## src/hw/rtl/rsb_pkg.sv

```systemverilog
// ----------------------------------------------------------------------------
// rsb_pkg: shared constants and channel math for the RGB555 saturation boost
// Channel layout, the divide-by-three reciprocal and the per-channel
// boost and soft-clip functions used by the pipeline stages.
// ----------------------------------------------------------------------------
package rsb_pkg;

   localparam int ChanW   = 5;
   localparam int ColorW  = 16;
   localparam int SumW    = 7;   // r+g+b, 0..93
   localparam int VW      = 8;   // boosted channel value, -41..81

   localparam logic [ChanW-1:0] ChanMax = 5'h1F;

   // floor(sum/3) == (sum*43) >> 7 for every sum below 128
   localparam logic [5:0] GrayMul   = 6'd43;
   localparam int         GrayShift = 7;

   localparam logic signed [12:0] BoostMul = 13'sd21;

   localparam logic signed [VW-1:0] KneeLo  = 8'sd22;
   localparam logic signed [VW-1:0] KneeHi  = 8'sd30;
   localparam logic signed [VW-1:0] KneeMid = 8'sd26;
   localparam logic signed [VW-1:0] ClipCap = 8'sd30;

   typedef logic [ChanW-1:0] chan_type;

   function automatic chan_type gray_of(input logic [SumW-1:0] sum);
      logic [12:0] prod;
      prod = 13'(sum) * 13'(GrayMul);
      return prod[GrayShift +: ChanW];
   endfunction

   // (2*ch - gray) * 21, arithmetic shift right by 4
   function automatic logic signed [VW-1:0] boost_v(input chan_type ch,
                                                    input chan_type gray);
      logic signed [VW-1:0] s;
      logic signed [12:0]   p;
      s = $signed({2'b00, ch, 1'b0}) - $signed({3'b000, gray});
      p = 13'(s) * BoostMul;
      return VW'(p >>> 4);
   endfunction

   function automatic chan_type clip(input logic signed [VW-1:0] v,
                                     input chan_type orig);
      logic signed [VW-1:0] d;
      logic signed [VW-1:0] t;
      chan_type             r;
      d = '0;
      t = '0;
      priority if (orig == ChanMax) begin
         r = ChanMax;
      end else if (v < 0) begin
         r = '0;
      end else if (v <= KneeLo) begin
         r = v[ChanW-1:0];
      end else if (v <= KneeHi) begin
         d = v - KneeLo;
         t = KneeLo + (d >>> 1);
         r = t[ChanW-1:0];
      end else begin
         d = v - KneeHi;
         t = KneeMid + (d >>> 2);
         r = (t > ClipCap) ? ClipCap[ChanW-1:0] : t[ChanW-1:0];
      end
      return r;
   endfunction

endpackage

```

## src/hw/rtl/rgb555_saturation_boost.sv

```systemverilog
// ----------------------------------------------------------------------------
// rgb555_saturation_boost: four-stage saturation boost for RGB555 colors
// Gray estimate, per-channel boost and soft clip on a stream of color words.
// ----------------------------------------------------------------------------
// Usage:
//   req_* carries one color word per transfer (tdata: color_in, bits 15:0;
//   red 4:0, green 9:5, blue 14:10, bit 15 spare). rsp_* returns one
//   processed word per input word in order (tdata: color_out, bits 15:0).
//   csr_* writes boost_enable (csr_data bit 0); csr_ready is always high.
//   Write it only while no words are in flight.
//   With boost_enable clear a word passes through unchanged; with it set
//   each channel is pushed away from gray, soft clipped and bit 15 cleared.
//   A word goes from a req transfer to rsp_tvalid through the four register
//   stages (sum, gray, boost, clip) in order. Throughput: one word per cycle
//   while rsp_tready is high; each stage takes a new word when it advances.
//   When the receiver stalls, the stages fill up one by one; req_tready
//   drops only when all four hold a word. Nothing is lost or repeated.
//   Reset empties the pipeline and clears boost_enable.
// ----------------------------------------------------------------------------
module rgb555_saturation_boost (
   input  logic        clock,
   input  logic        reset,
   input  logic        req_tvalid,
   output logic        req_tready,
   input  logic [15:0] req_tdata,   // color_in [15:0]
   output logic        rsp_tvalid,
   input  logic        rsp_tready,
   output logic [15:0] rsp_tdata,   // color_out [15:0]
   input  logic        csr_valid,
   output logic        csr_ready,
   input  logic        csr_data     // boost_enable
);

   localparam int CW = rsb_pkg::ChanW;

   logic boost_enable_ff;

   logic v1_ff, v2_ff, v3_ff, v4_ff;
   logic adv1, adv2, adv3, adv4;

   logic [rsb_pkg::ColorW-1:0] color1_ff, color2_ff, color3_ff;
   logic [rsb_pkg::ColorW-1:0] out_ff;
   logic                       en1_ff, en2_ff, en3_ff, en4_ff;
   logic [rsb_pkg::SumW-1:0]   sum1_ff, sum_in;
   rsb_pkg::chan_type          gray2_ff;
   logic signed [rsb_pkg::VW-1:0] vr3_ff, vg3_ff, vb3_ff;
   logic [rsb_pkg::ColorW-1:0] out_in;

   assign csr_ready = 1'b1;

   always_ff @(posedge clock) begin
      if (reset) begin
         boost_enable_ff <= 1'b0;
      end else if (csr_valid) begin
         boost_enable_ff <= csr_data;
      end
   end

   // a stage advances when it is empty or its content moves on
   assign adv4 = !v4_ff || rsp_tready;
   assign adv3 = !v3_ff || adv4;
   assign adv2 = !v2_ff || adv3;
   assign adv1 = !v1_ff || adv2;
   assign req_tready = adv1;

   always_ff @(posedge clock) begin
      if (reset) begin
         v1_ff <= 1'b0;
         v2_ff <= 1'b0;
         v3_ff <= 1'b0;
         v4_ff <= 1'b0;
      end else begin
         if (adv1) v1_ff <= req_tvalid;
         if (adv2) v2_ff <= v1_ff;
         if (adv3) v3_ff <= v2_ff;
         if (adv4) v4_ff <= v3_ff;
      end
   end

   assign sum_in = rsb_pkg::SumW'(req_tdata[0 +: CW])
                 + rsb_pkg::SumW'(req_tdata[CW +: CW])
                 + rsb_pkg::SumW'(req_tdata[2*CW +: CW]);

   always_comb begin
      out_in = color3_ff;
      if (en3_ff) begin
         out_in = {1'b0,
                   rsb_pkg::clip(vb3_ff, color3_ff[2*CW +: CW]),
                   rsb_pkg::clip(vg3_ff, color3_ff[CW +: CW]),
                   rsb_pkg::clip(vr3_ff, color3_ff[0 +: CW])};
      end
   end

   always_ff @(posedge clock) begin
      if (adv1) begin
         color1_ff <= req_tdata;
         en1_ff    <= boost_enable_ff;
         sum1_ff   <= sum_in;
      end
      if (adv2) begin
         color2_ff <= color1_ff;
         en2_ff    <= en1_ff;
         gray2_ff  <= rsb_pkg::gray_of(sum1_ff);
      end
      if (adv3) begin
         color3_ff <= color2_ff;
         en3_ff    <= en2_ff;
         vr3_ff    <= rsb_pkg::boost_v(color2_ff[0 +: CW], gray2_ff);
         vg3_ff    <= rsb_pkg::boost_v(color2_ff[CW +: CW], gray2_ff);
         vb3_ff    <= rsb_pkg::boost_v(color2_ff[2*CW +: CW], gray2_ff);
      end
      if (adv4) begin
         out_ff <= out_in;
         en4_ff <= en3_ff;
      end
   end

   assign rsp_tvalid = v4_ff;
   assign rsp_tdata  = out_ff;

`ifndef ASSERT_OFF
   logic [rsb_pkg::SumW-1:0] chk_sum2;
   logic [rsb_pkg::SumW-1:0] chk_gray3;
   assign chk_sum2  = rsb_pkg::SumW'(color2_ff[0 +: CW])
                    + rsb_pkg::SumW'(color2_ff[CW +: CW])
                    + rsb_pkg::SumW'(color2_ff[2*CW +: CW]);
   assign chk_gray3 = rsb_pkg::SumW'(gray2_ff) * rsb_pkg::SumW'(3);

   // gray from the reciprocal must be the exact floor of sum/3
   a_gray_exact: assert property (@(posedge clock) disable iff (reset)
      v2_ff |-> (chk_gray3 <= chk_sum2) && (chk_sum2 < chk_gray3 + 7'd3))
      else $error("gray estimate differs from sum/3");

   // boosted values stay inside the range the clip curve expects
   a_v_range: assert property (@(posedge clock) disable iff (reset)
      v3_ff |-> (vr3_ff >= -8'sd41) && (vr3_ff <= 8'sd81)
             && (vg3_ff >= -8'sd41) && (vg3_ff <= 8'sd81)
             && (vb3_ff >= -8'sd41) && (vb3_ff <= 8'sd81))
      else $error("boosted channel out of range");

   // a stalled stage keeps its word
   a_hold_stage3: assert property (@(posedge clock) disable iff (reset)
      v3_ff && !adv4 |=> v3_ff && $stable(color3_ff))
      else $error("stage 3 word lost during stall");

   // boosted words leave with the spare bit cleared
   a_spare_clear: assert property (@(posedge clock) disable iff (reset)
      v4_ff && en4_ff |-> !out_ff[15])
      else $error("spare bit set on boosted word");
`endif

endmodule
```

## config.mk

```make
export PLATFORM = sky130hd
export DESIGN_NAME = rgb555_saturation_boost
export DESIGN_NICKNAME = d
export VERILOG_FILES = /design/src/hw/rtl/rsb_pkg.sv /design/src/hw/rtl/rgb555_saturation_boost.sv
export SDC_FILE = /design/constraint.sdc
export NUM_CORES = 1
export LEC_CHECK = 0
export BUFFER_PORTS_ARGS = -buffer_cell sky130_fd_sc_hd__buf_2
export CAP_MARGIN = 20
export CORE_ASPECT_RATIO = 0.8
export CORE_MARGIN = 1.5
export CORE_UTILIZATION = 50
export CTS_BUF_LIST = sky130_fd_sc_hd__clkbuf_16
export DETAILED_ROUTE_END_ITERATION = 10
export PLACE_DENSITY = 0.73
export SLEW_MARGIN = 20
export SYNTH_ARGS = -nofsm -noshare
export SYNTH_HDL_FRONTEND = slang
export SYNTH_SLANG_ARGS = --single-unit
```

## constraint.sdc

```tcl
create_clock -name clock -period 13.45 [get_ports clock]
set_input_delay 0.6725 -clock clock [delete_from_list [all_inputs] [get_ports clock]]
set_output_delay 0.6725 -clock clock [all_outputs]
set_load 0.005 [all_outputs]
```

## Yosys cells after proc, flatten, opt, wreduce, memory -nomap -nowiden

Index checks and enable logic that the tools add are counted.

- Register bits: 108
- Bits of input ports: 22
- Output and inout port bits: 19
- Logic and storage cells: 78

- Add/subtract/negate cells: 17
- Multiply operators: 4
- $lt $le $gt $ge: 12
- Equality and inequality tests: 3
- Multiplexer cells: 16
- Reductions and logical operators: 8

Operators with widths:

| operator | number |
|---|---|
| 5-bit two-way mux | 15 |
| 8-bit by 6-bit <= comparator with 1-bit output (second input constant) | 6 |
| 7-bit by 6-bit multiplier with 12-bit output (second input constant) | 4 |
| 8-bit by 1-bit less-than comparator with 1-bit output (second input constant) | 3 |
| 8-bit by 6-bit subtractor with 8-bit output (second input constant) | 3 |
| 6-bit by 6-bit adder with 7-bit output (first input constant) | 3 |
| 7-bit by 6-bit > comparator with 1-bit output (second input constant) | 3 |
| 6-bit by 5-bit subtractor with 7-bit output | 3 |
| 6-bit subtractor (second input constant) | 3 |
| 5-bit adder (first input constant) | 3 |
| 5-bit == test (second input constant) | 3 |
| 15-bit two-way mux | 1 |
| 6-bit by 5-bit adder with 7-bit output | 1 |
| 5-bit by 5-bit adder with 6-bit output | 1 |
| 1-bit zero test | 4 |
| 1-bit logical OR | 4 |

## Depth between registers and ports, before layout

Gate-level depths: netlist of run 1.

- Depth after elaboration: 9
- Depth in mapped cells: 19
- Mapped depth without buffers: 19

## Worst setup path before layout of run 1

Ideal clock, no wire load.

- Kind: register to register
- Start: reg gray2_ff[1]
- End: reg vr3_ff[7] (netlist bit) (data pin)
- Setup time: 0.271 ns
- Arrival: 3.992 ns
- Data required time: 13.179 ns
- Slack: 9.187 ns
- Stages on the path, launching flop included: 20
- Path buffers: 0
- Clock period less this slack: 4.263 ns
- Path through: edfxtp_1 inv_1 ha_1 a21o_1 a21o_1 a21o_1 a21oi_1 xor2_1 ha_1 ha_1 inv_1 fa_1 inv_1 ha_1 a21o_1 a21oi_1 o21bai_1 a21oi_1 o21ai_0 xor2_1

- Cells in the longest elaborated chain, start to end: 2

RTL lines:

| item | line | RTL |
|---|---|---|
| start, declared | rgb555_saturation_boost.sv:45 | `rsb_pkg::chan_type gray2_ff;` |
| start signal, assigned | rgb555_saturation_boost.sv:103 | `gray2_ff <= rsb_pkg::gray_of(sum1_ff);` |
| 6-bit by 5-bit subtractor with 7-bit output | rsb_pkg.sv:39 | `s = $signed({2'b00, ch, 1'b0}) - $signed({3'b000, gray});` |
| 7-bit by 6-bit multiplier with 12-bit output | rsb_pkg.sv:40 | `p = 13'(s) * BoostMul;` |
| end signal, assigned | rgb555_saturation_boost.sv:108 | `vr3_ff <= rsb_pkg::boost_v(color2_ff[0 +: CW], gray2_ff);` |
| end, declared | rgb555_saturation_boost.sv:46 | `logic signed [rsb_pkg::VW-1:0] vr3_ff, vg3_ff, vb3_ff;` |

No other way between the ends.
A chain may end at the register's enable or synchronous reset.

## Worst setup path in the final report of run 1

Same ends and word-level chain as after synthesis.

==> results of run 1 <==
==> metal layers <==
layer | vias up | global-route usage | wire length [um]
met3 | 9 | 0.0337 | 666
met2 | 129 | 0.269 | 5870
li1 | 2713 | - | -
met1 | 2469 | 0.252 | 7230
met5 | - | 0 | 0
met4 | 0 | 0.0429 | 132
==> sequential cells by signal, indices dropped and copies added (netlist names), 5 cells and up <==
name,count
color1_ff,16
color2_ff,16
color3_ff,16
gray2_ff,5
rsp_tdata,16
sum1_ff,7
vb3_ff,8
vg3_ff,8
vr3_ff,8
==> worst paths after layout <==
check | from | cells after the start | slack (ns) | endpoint
worst max register to register | gray2_ff[1]$_DFFE_PP_ | 19 | 8.85 | vr3_ff[7]$_DFFE_PP_
worst max-delay path | gray2_ff[1]$_DFFE_PP_ | 19 | 8.85 | vr3_ff[7]$_DFFE_PP_
worst min register to register | color1_ff[3]$_DFFE_PP_ | 0 | 0.42 | color2_ff[3]$_DFFE_PP_
worst min-delay path | color1_ff[3]$_DFFE_PP_ | 0 | 0.42 | color2_ff[3]$_DFFE_PP_
==> worst max-delay path: stages (launching register included) <==
cell and delay, ns:
edfxtp_1 0.42, inv_1 0.20, ha_1 0.26, a21o_1 0.17
a21o_1 0.19, a21o_1 0.20, a21oi_1 0.18, xor2_1 0.21
ha_1 0.27, ha_1 0.28, inv_1 0.05, fa_1 0.53
inv_1 0.07, ha_1 0.30, a21o_1 0.16, a21oi_1 0.23
o21bai_1 0.09, a21oi_1 0.23, o21ai_0 0.15, xor2_1 0.16
==> layout make-up <==
| type | instances | area [um^2] | area share |
|---|---|---|---|
| multi-input cells | 503 | 4340 | 0.496 |
| flip-flops and latches | 108 | 3190 | 0.364 |
| inverters | 116 | 435 | 0.0497 |
| well taps | 215 | 269 | 0.0307 |
| clock buffers | 9 | 225 | 0.0257 |
| repair buffers | 40 | 203 | 0.0231 |
| clock inverters | 7 | 95.1 | 0.0109 |
==> cells in the final DEF, fill, tap and decap left out, types with 13 or more instances in the layout <==
master	synthesis	routed
nand2_1	24	24
xor2_1	25	25
buf_2	8	39
ha_1	106	106
edfxtp_1	103	103
a21oi_1	51	51
o21ai_0	19	19
xnor2_1	40	40
nor2_1	35	35
fa_1	30	30
nor3_1	13	13
inv_1	116	116
a21o_1	14	14
==> kinds of logic (layout without fill, tap and decap cells) <==
kind of cell	count (synthesis)	after routing
compound gates	170	170
xor+xnor	65	65
fa+ha+maj	136	136
buf+inv	137	172
flops	108	108
mux	3	3
other cells	1	1
simple gates	128	128
==> stage by stage <==
step	hold slack, ns	cells	util	setup WS [ns]
4_1_cts	0.419	998	0.555	8.83
2_1_floorplan	0.400	748	-	9.19
3_3_place_gp	0.403	982	0.534	9.01
6_report	0.418	998	0.555	8.85
5_1_grt	0.421	998	0.555	8.58
3_5_place_dp	0.405	982	0.534	8.87
==> results.md, run 1 <==
- The worst slew margin relative to its limit is 0.353.
- After synthesis, the share of flip-flops with an asynchronous set or reset is 0.
- The synthesized design contains 103 enable-type register cells.
- The area of the core is 15800 um^2.
- The total of max-cap violations is 0.
- The number of nets in the final layout is around 940.
- Post-CTS repair changed the size of 0 cells.
- The final count of pins violating max slew is 0.
- The clock-pin transition on the worst setup and hold timing paths is approximately 0.070 ns.
- The total nets after synthesis is 906.
- The number of synthesized register bits is ~110.
- The effective utilization at floorplan is 0.513.
- The maximum number of pins on one net before global-route repair is 42.
- STA classifies the critical path endpoint as a register.
- Dividing the synthesized area by the synthesized cell count gives between 10 and 15 um^2.
- Setup repair after global routing left no endpoint under its margin.
- For the worst setup path, the data required time is 13.53 ns.
- The number of buffers between clock root and the deepest sink is 2.
- By area the synthesized netlist is led by edfxtp_1, ha_1, fa_1, inv_1, xnor2_1.
- The number of failing hold endpoints at the final stage came to 0.
- For this run the aggregate overflow at the end of global routing stands at 0.
- The final period demand of the worst path is 4.60 ns.
- The count of buffers added on input and output ports is 39.
- CTS saw between 100 and 150 sinks.
- The first global-routing pass estimated approximately 24000 um of wire.
- The die covers 17000 um^2.
- The proportion of synthesized area in mux cells is 0.00386.
- The library cell with the highest instance count after synthesis is inv_1.
- The period utilization is 0.342.
- For the final database, setup skew stands at 0.00816 ns.
- In the synthesized netlist, the number of instances is 748.
- The maximum fanout encountered on the critical timing path is 5.
- Compared with the post-synthesis result, the final layout area differs by 8.15%.
- Based on the critical path, the design can be clocked at up to approximately 220 MHz.
- The worst min-delay path class is reg2reg.
- Of the total synthesized cell area, the portion taken by XOR and XNOR cells is 0.0703.
- The height of the chip is 117 um.
- The row count is 41.
- Detailed placement finished with a half-perimeter wire length of between 10000 and 15000 um.
- The pin slew with the least headroom to its limit is around 0.97 ns.
- TritonCTS created 9 clock buffers.
- The tree is rooted in a clkbuf_16.
- The final number of setup-violating endpoints is 0.
- The setup total negative slack is 0 ns.
- The total DRC errors in the routed layout is 0.
- Once detail routing completed, the nets flagged for antenna violations numbered 0.
- a little over 40 I/O pins were placed.
- The run finished with clean final reports.
- By area, the combinational part of the netlist is dominated by adder cells.
- In the global route stage, overall resource usage came out at 0.173.
- Of the total synthesized cell area, the portion taken by AND, OR, NAND and NOR gates is 0.0801.
- The number of search-and-repair iterations in the first detailed-routing pass is 5.
- The number of buffers inserted by hold repair at cts is 0.
- The commonest cells after synthesis are inv_1, ha_1, edfxtp_1, a21oi_1, xnor2_1.
- Data arrives at the worst endpoint at about 4.7 ns.
- Of the post-synthesis cell area, the dominant cell type holds 0.382.
- The cell area after synthesis is 8100 um^2.
- TritonCTS built the clock tree.
- Of the synthesized area, sequential elements account for 0.394.
- The number of distinct library cells after synthesis is 69.
- The total detailed-routing wirelength is approximately 14000 um.
- The x dimension of the die is 145 um.
- At the later pin of the worst-skew pair, clock insertion delay measures 0.35 ns.
- Of the total synthesized cell area, the portion taken by full adders, half adders and majority gates is 0.238.
- Fill cells in the final layout number 1399.
- At the end of routability-driven placement, the weighted congestion stood at slightly above 0.8.
- The primary flip-flop cell chosen by synthesis mapping is edfxtp_1.
- The number of setup buffers added after CTS is 0.
- The synthesized design spends more area on one cell type than any other, namely edfxtp_1.
- Of the cells placed in the final design, the portion with a size suffix greater than 1 is 0.0817.
- The number of antenna violations at the first check in global routing came to 0.
- The element type at the critical path start is a register.
- The kind of critical path is reg2reg.
- The clock tree synthesis step divided the H-tree into 3 levels.
- The count of inserted antenna diode cells is 0.
- Once layout is done, the placed cells without fillers occupy between 8000 and 9000 um^2.
- The initial DRC count is 257.
- The total number of vias is 5320.
- In the final routed layout, each cell accounts on average for 13.9 um.
- The number of global-route vias before repair was 5052.
- The routed via count divided by cell count is 5.33.
- The yosys synthesis warning count is 0.
- The compound-gate portion of the synthesized area is 0.143.
- In this run the cell area measured after placement is 8440 um^2.
Power of run 1 is not shown: default switching activity piles up to over one toggle a cycle in this logic, so the estimate is an artifact.
==> run 2, diff against run 1 <==
Clock period 13.45 ns to 4.6 ns, I/O delays scaled along.
==> results.md, run 2 (synthesis gave the netlist of run 1 again) <==
- The tree is rooted in a clkbuf_16.
- The number of global-route vias before repair was 4910 (-2.8%).
- The total number of vias came to 5309 (-0.21%).
- The detailed placer's ending HPWL is 11000 um (-0.86%).
- The type of element capturing the critical path is a register.
- The global-route total usage across every layer was 0.171 (-0.00184).
- The maximum number of pins on one net before global-route repair is 42 (unchanged).
- The critical path data arrival time is 4.51 ns (-0.18 ns).
- The setup total negative slack is 0 ns (unchanged).
- The terminus of the critical flop-to-flop path is vg3_ff[7]$_DFFE_PP_.
- The depth of the worst register-to-register path is 19 (unchanged).
- The initial DRC count is 319 (+24%).
- The slack of the worst reg-to-reg path is 0.20 ns (-8.65 ns).
- The total of max-cap violations is 0 (unchanged).
- The combined buffer and inverter count along the critical path is 3 (unchanged).
- The launch point of the worst hold path is req_tdata[15].
- The most critical setup path has its endpoint at vg3_ff[7]$_DFFE_PP_.
- In this run the worst hold path is classified as in2reg.
- STA classifies the critical path startpoint as a register.
- The total detailed-routing wirelength came to 14100 um (+1.7%).
- The final number of setup-violating endpoints is 0 (unchanged).
- The wire length of the first global-routing pass is 23200 um (-2.1%).
- The effective utilization at floorplan is 0.513 (unchanged).
- The area of the die is 17000 um^2 (unchanged).
- The area of the core is 15800 um^2 (unchanged).
- The count of port buffers added during placement is 39 (unchanged).
- The period utilization is 0.957 (+0.615).
- The top cell family by delay on the critical path is adder cells.
- The cell at the slowest stage of the critical path is fa_1.
- The worst path required time is 4.70 ns (-8.83 ns).
- The maximum operating frequency was 227 MHz (+4.6%).
- The clock latency reported for the late side of the worst-skew pair came to 0.36 ns (about the same).
- The flow ran to the end, and the final reports show no timing, DRC or antenna violations.
- The number of nets in the final layout is 944 (+0.85%).
- The total DRC errors in the routed layout is 0 (unchanged).
- The worst slew margin relative to its limit is 0.338 (-0.0150).
- The pin slew with the least headroom to its limit is 0.990 ns (+0.0224 ns).
- Relative to the synthesized area, the layout overhead comes to 9.00%.
- The most common cell after layout, fill and taps aside is inv_1.
- The number of buffers inserted by hold repair at cts came to 0 (unchanged).
- The post-detailed-route count of antenna-violating nets was 0 (unchanged).
- The final setup skew is 0.00774 ns (-0.000414 ns).
- The cell depth of the worst setup path is 19 (unchanged).
- Traced cell by cell, the critical path runs through inv_2 -> ha_1 -> a21o_1 -> a21o_1 -> a21o_1 -> a21oi_1 -> xor2_1 -> ha_1 -> ha_1 -> inv_1 -> fa_1 -> inv_1 -> ha_1 -> a21o_1 -> a21oi_2 -> o21bai_1 -> a21oi_1 -> o21ai_0 -> xor2_1.
- The number of top-level pins is 41 (unchanged).
- The number of search-and-repair iterations in the first detailed-routing pass came to 4 (-1).
- The residual overflow from global routing is 0 (unchanged).
- The wire length per cell was 14.0 um (+0.86%).
- The placer's final routability congestion estimate came to 0.806 (-0.26%).
- The clock-pin transition on the worst setup and hold timing paths was 0.07 ns (about the same).
- The library cells used most frequently in the layout, excluding fill and tap cells, are inv_1, ha_1, edfxtp_1.
- The height of the chip is 117 um (unchanged).
- The number of clock buffers inserted by TritonCTS is 9 (unchanged).
- TritonCTS built the clock tree.
- The number of failing hold endpoints at the final stage came to 0 (unchanged).
- The row count is 41 (unchanged).
- The final count of pins violating max slew was 0 (unchanged).
- The count of inserted antenna diode cells is 0 (unchanged).
- The x dimension of the die is 145 um (unchanged).
- The final period demand of the worst path is 4.40 ns (-0.202 ns).
- The maximum level of the CTS H-tree is 3 (unchanged).
- The critical path is of the reg2reg type.
- The highest cell delay on the worst timing path is 0.52 ns (about the same).
- The routed via count divided by cell count was 5.28 (-1.0%).
- In this run the worst setup path begins at gray2_ff[1]$_DFFE_PP_.
- The startpoint identified for the worst register-to-register timing path is gray2_ff[1]$_DFFE_PP_.
- The number of clock sinks seen by CTS is 108 (unchanged).
- The number of antenna violations at the first check in global routing is 0 (unchanged).
- The maximum fanout encountered on the critical timing path is 5 (unchanged).
- The number of buffers between clock root and the deepest sink is 2 (unchanged).
- The fraction of layout cells with a size suffix above 1 was 0.101 (+0.0194).
## run 2: cell count changes in the layout (fill, tap and decap cells not counted), moves of 2 or more
| cell | before | now |
|---|---|---|
| inv_6 | 3 | 1 |
| buf_4 | 1 | 9 |
| a21oi_1 | 51 | 45 |
| clkinv_4 | 0 | 3 |
| a21oi_2 | 0 | 6 |
## run 2: worst reg2reg max path: cells and delay by family, from the launching register on
family          cells  cell delay [ns]
buf+inv             3             0.25
compound gates      9             1.49
flops               1             0.43
xor+xnor            2             0.38
fa+ha+maj           5             1.59
## run 2: layout make-up
| cell class | instances | area [um^2] |
|---|---|---|
| fillers | 1369 | 6970 |
| multi-input cells | 503 | 4370 |
| flip-flops and latches | 108 | 3190 |
| inverters | 116 | 435 |
| well taps | 215 | 269 |
| repair buffers | 48 | 263 |
| clock buffers | 9 | 225 |
| clock inverters | 7 | 76.3 |
## run 2: worst min path at each step
stage                                        end  slack, ns  cells after the start
global placement                en2_ff$_DFFE_PP_       0.40                      0
finish                   color1_ff[15]$_DFFE_PP_       0.05                      1
CTS                      color1_ff[15]$_DFFE_PP_       0.04                      1
floorplan           boost_enable_ff$_SDFFE_PP0P_       0.30                      1
global route             color1_ff[15]$_DFFE_PP_       0.03                      1
detailed placement       color2_ff[14]$_DFFE_PP_       0.40                      0
## run 2: metrics by stage
stage	area, um^2	setup slack [ns]	utilization	std cells	hold WS (ns)
2_1_floorplan	8100	0.337	-	748	0.302
3_3_place_gp	8470	0.161	0.536	985	0.402
3_5_place_dp	8470	0.0190	0.536	985	0.405
4_1_cts	8770	0.000421	0.555	1001	0.0350
5_1_grt	8830	-0.0151	0.559	1006	0.0310
6_report	8830	0.199	0.559	1006	0.0453
## run 2: timing repair
item,in CTS,in global routing
hold endpoints to repair,0,0
gates resized for setup,0,8
setup endpoints to repair,0,7
setup buffers,0,5
## run 2: per-layer routing
layer | vias up | GRT usage | part of all wire
met1 | 2483 | 0.248 | 0.52
met2 | 86 | 0.265 | 0.43
met3 | 13 | 0.0384 | 0.037
met4 | 0 | 0.0401 | 0.0088
li1 | 2727 | - | -
met5 | - | 0 | 0
Power of run 2 is left out for the same reason.
==> run 3, diff against run 2 <==
Settings changed: REMOVE_ABC_BUFFERS from default to 1.
==> results.md, run 3 (synthesis gave the netlist of run 1 again) <==
- The number of filler cells placed in the layout was 1375 (+0.44%).
- The final standard cell utilization of the core is 0.558 (-0.000634).
- The maximum operating frequency is 230 MHz (+1.0%).
- The area used by multi-input combinational logic is 4370 um^2 (about the same).
- The most common cell after layout, fill and taps aside is inv_1.
- The slack of the worst reg-to-reg path came to 0.24 ns (+0.04 ns).
- The source of the worst register-to-register timing path is gray2_ff[1]$_DFFE_PP_.
- The x dimension of the die is 145 um (unchanged).
- The total DRC errors in the routed layout is 0 (unchanged).
- The number of clock buffers inserted by TritonCTS is 9 (unchanged).
- The residual overflow from global routing is 0 (unchanged).
- The worst min-delay path class is in2reg.
- The detailed placer's ending HPWL is 11100 um (+1.3%).
- The placer's final routability congestion estimate is 0.815 (+1.2%).
- The clock tree from TritonCTS is yes.
- The initial DRC count is 272 (-15%).
- The pin slew with the least headroom to its limit came to 0.989 ns (-0.00140 ns).
- The cell at the root of the clock tree is clkbuf_16.
- The clock-pin transition on the worst setup and hold timing paths is 0.08 ns (about the same).
- The area of all sequential standard cells was 3190 um^2 (unchanged).
- The final number of setup-violating endpoints was 0 (unchanged).
- The number of buffers inserted by hold repair at cts was 0 (unchanged).
- The element type at the critical path start is a register.
- The depth of the worst register-to-register path is 19 (unchanged).
- The number of nets in the final layout is 945 (+0.11%).
- The routed via count divided by cell count is 5.37 (+1.7%).
- The destination of the critical timing path is vr3_ff[7]$_DFFE_PP_.
- The worst slew margin relative to its limit was 0.339 (+0.000933).
- The number of buffers between clock root and the deepest sink came to 2 (unchanged).
- The area of the core is 15800 um^2 (unchanged).
- The post-detailed-route count of antenna-violating nets is 0 (unchanged).
- The maximum number of pins on one net before global-route repair is 42 (unchanged).
- The final setup skew was 0.0120 ns (+0.00426 ns).
- Leaving out fill and tap cells, the most frequent cells in the layout are inv_1, ha_1, edfxtp_1.
- The terminus of the critical flop-to-flop path is vr3_ff[7]$_DFFE_PP_.
- The number of top-level pins is 41 (unchanged).
- The period utilization is 0.947 (-0.00961).
- The critical path data arrival time came to 4.45 ns (-0.06 ns).
- The smallest hold slack was 0.0516 ns (+0.00633 ns).
- The maximum level of the CTS H-tree is 3 (unchanged).
- The kind of critical path is reg2reg.
- The number of antenna violations at the first check in global routing is 0 (unchanged).
- The total number of vias is 5404 (+1.8%).
- The number of failing hold endpoints at the final stage was 0 (unchanged).
- The run finished with clean final reports.
- The global-route total usage across every layer is 0.172 (+0.000420).
- The worst path required time is 4.69 ns (about the same).
- The number of cells in the design after placement is 987 (+0.20%).
- The row count is 41 (unchanged).
- The count of inserted antenna diode cells is 0 (unchanged).
- The clock latency reported for the late side of the worst-skew pair is 0.35 ns (about the same).
- The wire length of the first global-routing pass is 23600 um (+1.7%).
- The number of non-filler instances in the completed layout is 1007 (+0.099%).
- The growth of design area from synthesis to finish is 8.88%.
- The total detailed-routing wirelength is 14200 um (+0.35%).
- The final count of pins violating max slew came to 0 (unchanged).
- The number of global-route vias before repair is 5011 (+2.1%).
- The final period demand of the worst path is 4.36 ns (-0.0442 ns).
- The effective utilization at floorplan came to 0.513 (unchanged).
- The maximum fanout encountered on the critical timing path is 5 (unchanged).
- The area of the die is 17000 um^2 (unchanged).
- The height of the chip was 117 um (unchanged).
- The wire length per cell is 14.1 um (+0.25%).
- The type of element capturing the critical path is a register.
- The launch point of the worst path is gray2_ff[1]$_DFFE_PP_.
- The number of clock sinks seen by CTS is 108 (unchanged).
- The count of port buffers added during placement is 39 (unchanged).
- The number of search-and-repair iterations in the first detailed-routing pass is 5 (+1).
- The fraction of layout cells with a size suffix above 1 is 0.104 (+0.00240).
- The total of max-cap violations came to 0 (unchanged).
## run 3: changes by cell type in the layout (fill, tap and decap cells not counted), sizes merged
cell,change
inv,+5
clkinv,-3
buf,+1
bufinv,-1
clkinvlp,-1
## run 3: cell type report
cell class / instances / area share
clock buffer: 9 / 0.0255
clock inverter: 7 / 0.00681
inverter: 116 / 0.0494
multi-input combinational: 503 / 0.495
sequential: 108 / 0.362
tap: 215 / 0.0305
timing repair buffer: 49 / 0.0306
## run 3: how the worst min path moves through the flow
| stage | start | to | slack [ns] | depth (start not counted) |
|---|---|---|---|---|
| after floorplan | reset | boost_enable_ff$_SDFFE_PP0P_ | 0.30 | 1 |
| after global placement | en2_ff$_DFFE_PP_ | en3_ff$_DFFE_PP_ | 0.40 | 0 |
| after detailed placement | color1_ff[5]$_DFFE_PP_ | color2_ff[5]$_DFFE_PP_ | 0.40 | 0 |
| after CTS | req_tdata[15] | color1_ff[15]$_DFFE_PP_ | 0.04 | 1 |
| after global routing | req_tdata[15] | color1_ff[15]$_DFFE_PP_ | 0.03 | 1 |
| final | req_tdata[15] | color1_ff[15]$_DFFE_PP_ | 0.05 | 1 |
## run 3: stage by stage
step                setup WS, ns  area, um^2  setup TNS, ns
CTS                      0.00116        8770              0
global placement           0.191        8480              0
finish                     0.243        8820              0
floorplan                  0.337        7970              0
detailed placement        0.0337        8480              0
global route             -0.0725        8820         -0.142
## run 3: routing by layer
layer / track usage / routed length, um / up-vias / share of wire
met5: 0 / 0 / - / 0
met4: 0.0408 / 135 / 0 / 0.0095
met3: 0.0318 / 619 / 11 / 0.044
met2: 0.274 / 6370 / 119 / 0.45
met1: 0.246 / 7060 / 2550 / 0.50
li1: - / - / 2724 / -
## run 3: what timing repair did
action	4_1_cts	5_1_grt
hold endpoints to repair	0	0
gates resized for setup	0	8
setup endpoints to repair	0	9
buffers inserted	0	4
## run 3: worst max-delay path: stages, from the launching register on
cell	delay, ns
edfxtp_1	0.42
inv_2	0.13
ha_1	0.24
a21o_1	0.17
a21o_1	0.19
a21o_1	0.18
a21oi_1	0.16
xor2_1	0.21
ha_1	0.28
ha_1	0.28
inv_1	0.05
fa_1	0.52
inv_1	0.07
ha_1	0.29
a21o_1	0.17
a21oi_2	0.18
o21bai_1	0.11
a21oi_2	0.17
o21ai_0	0.12
xor2_1	0.15
Power of run 3 is left out for the same reason.
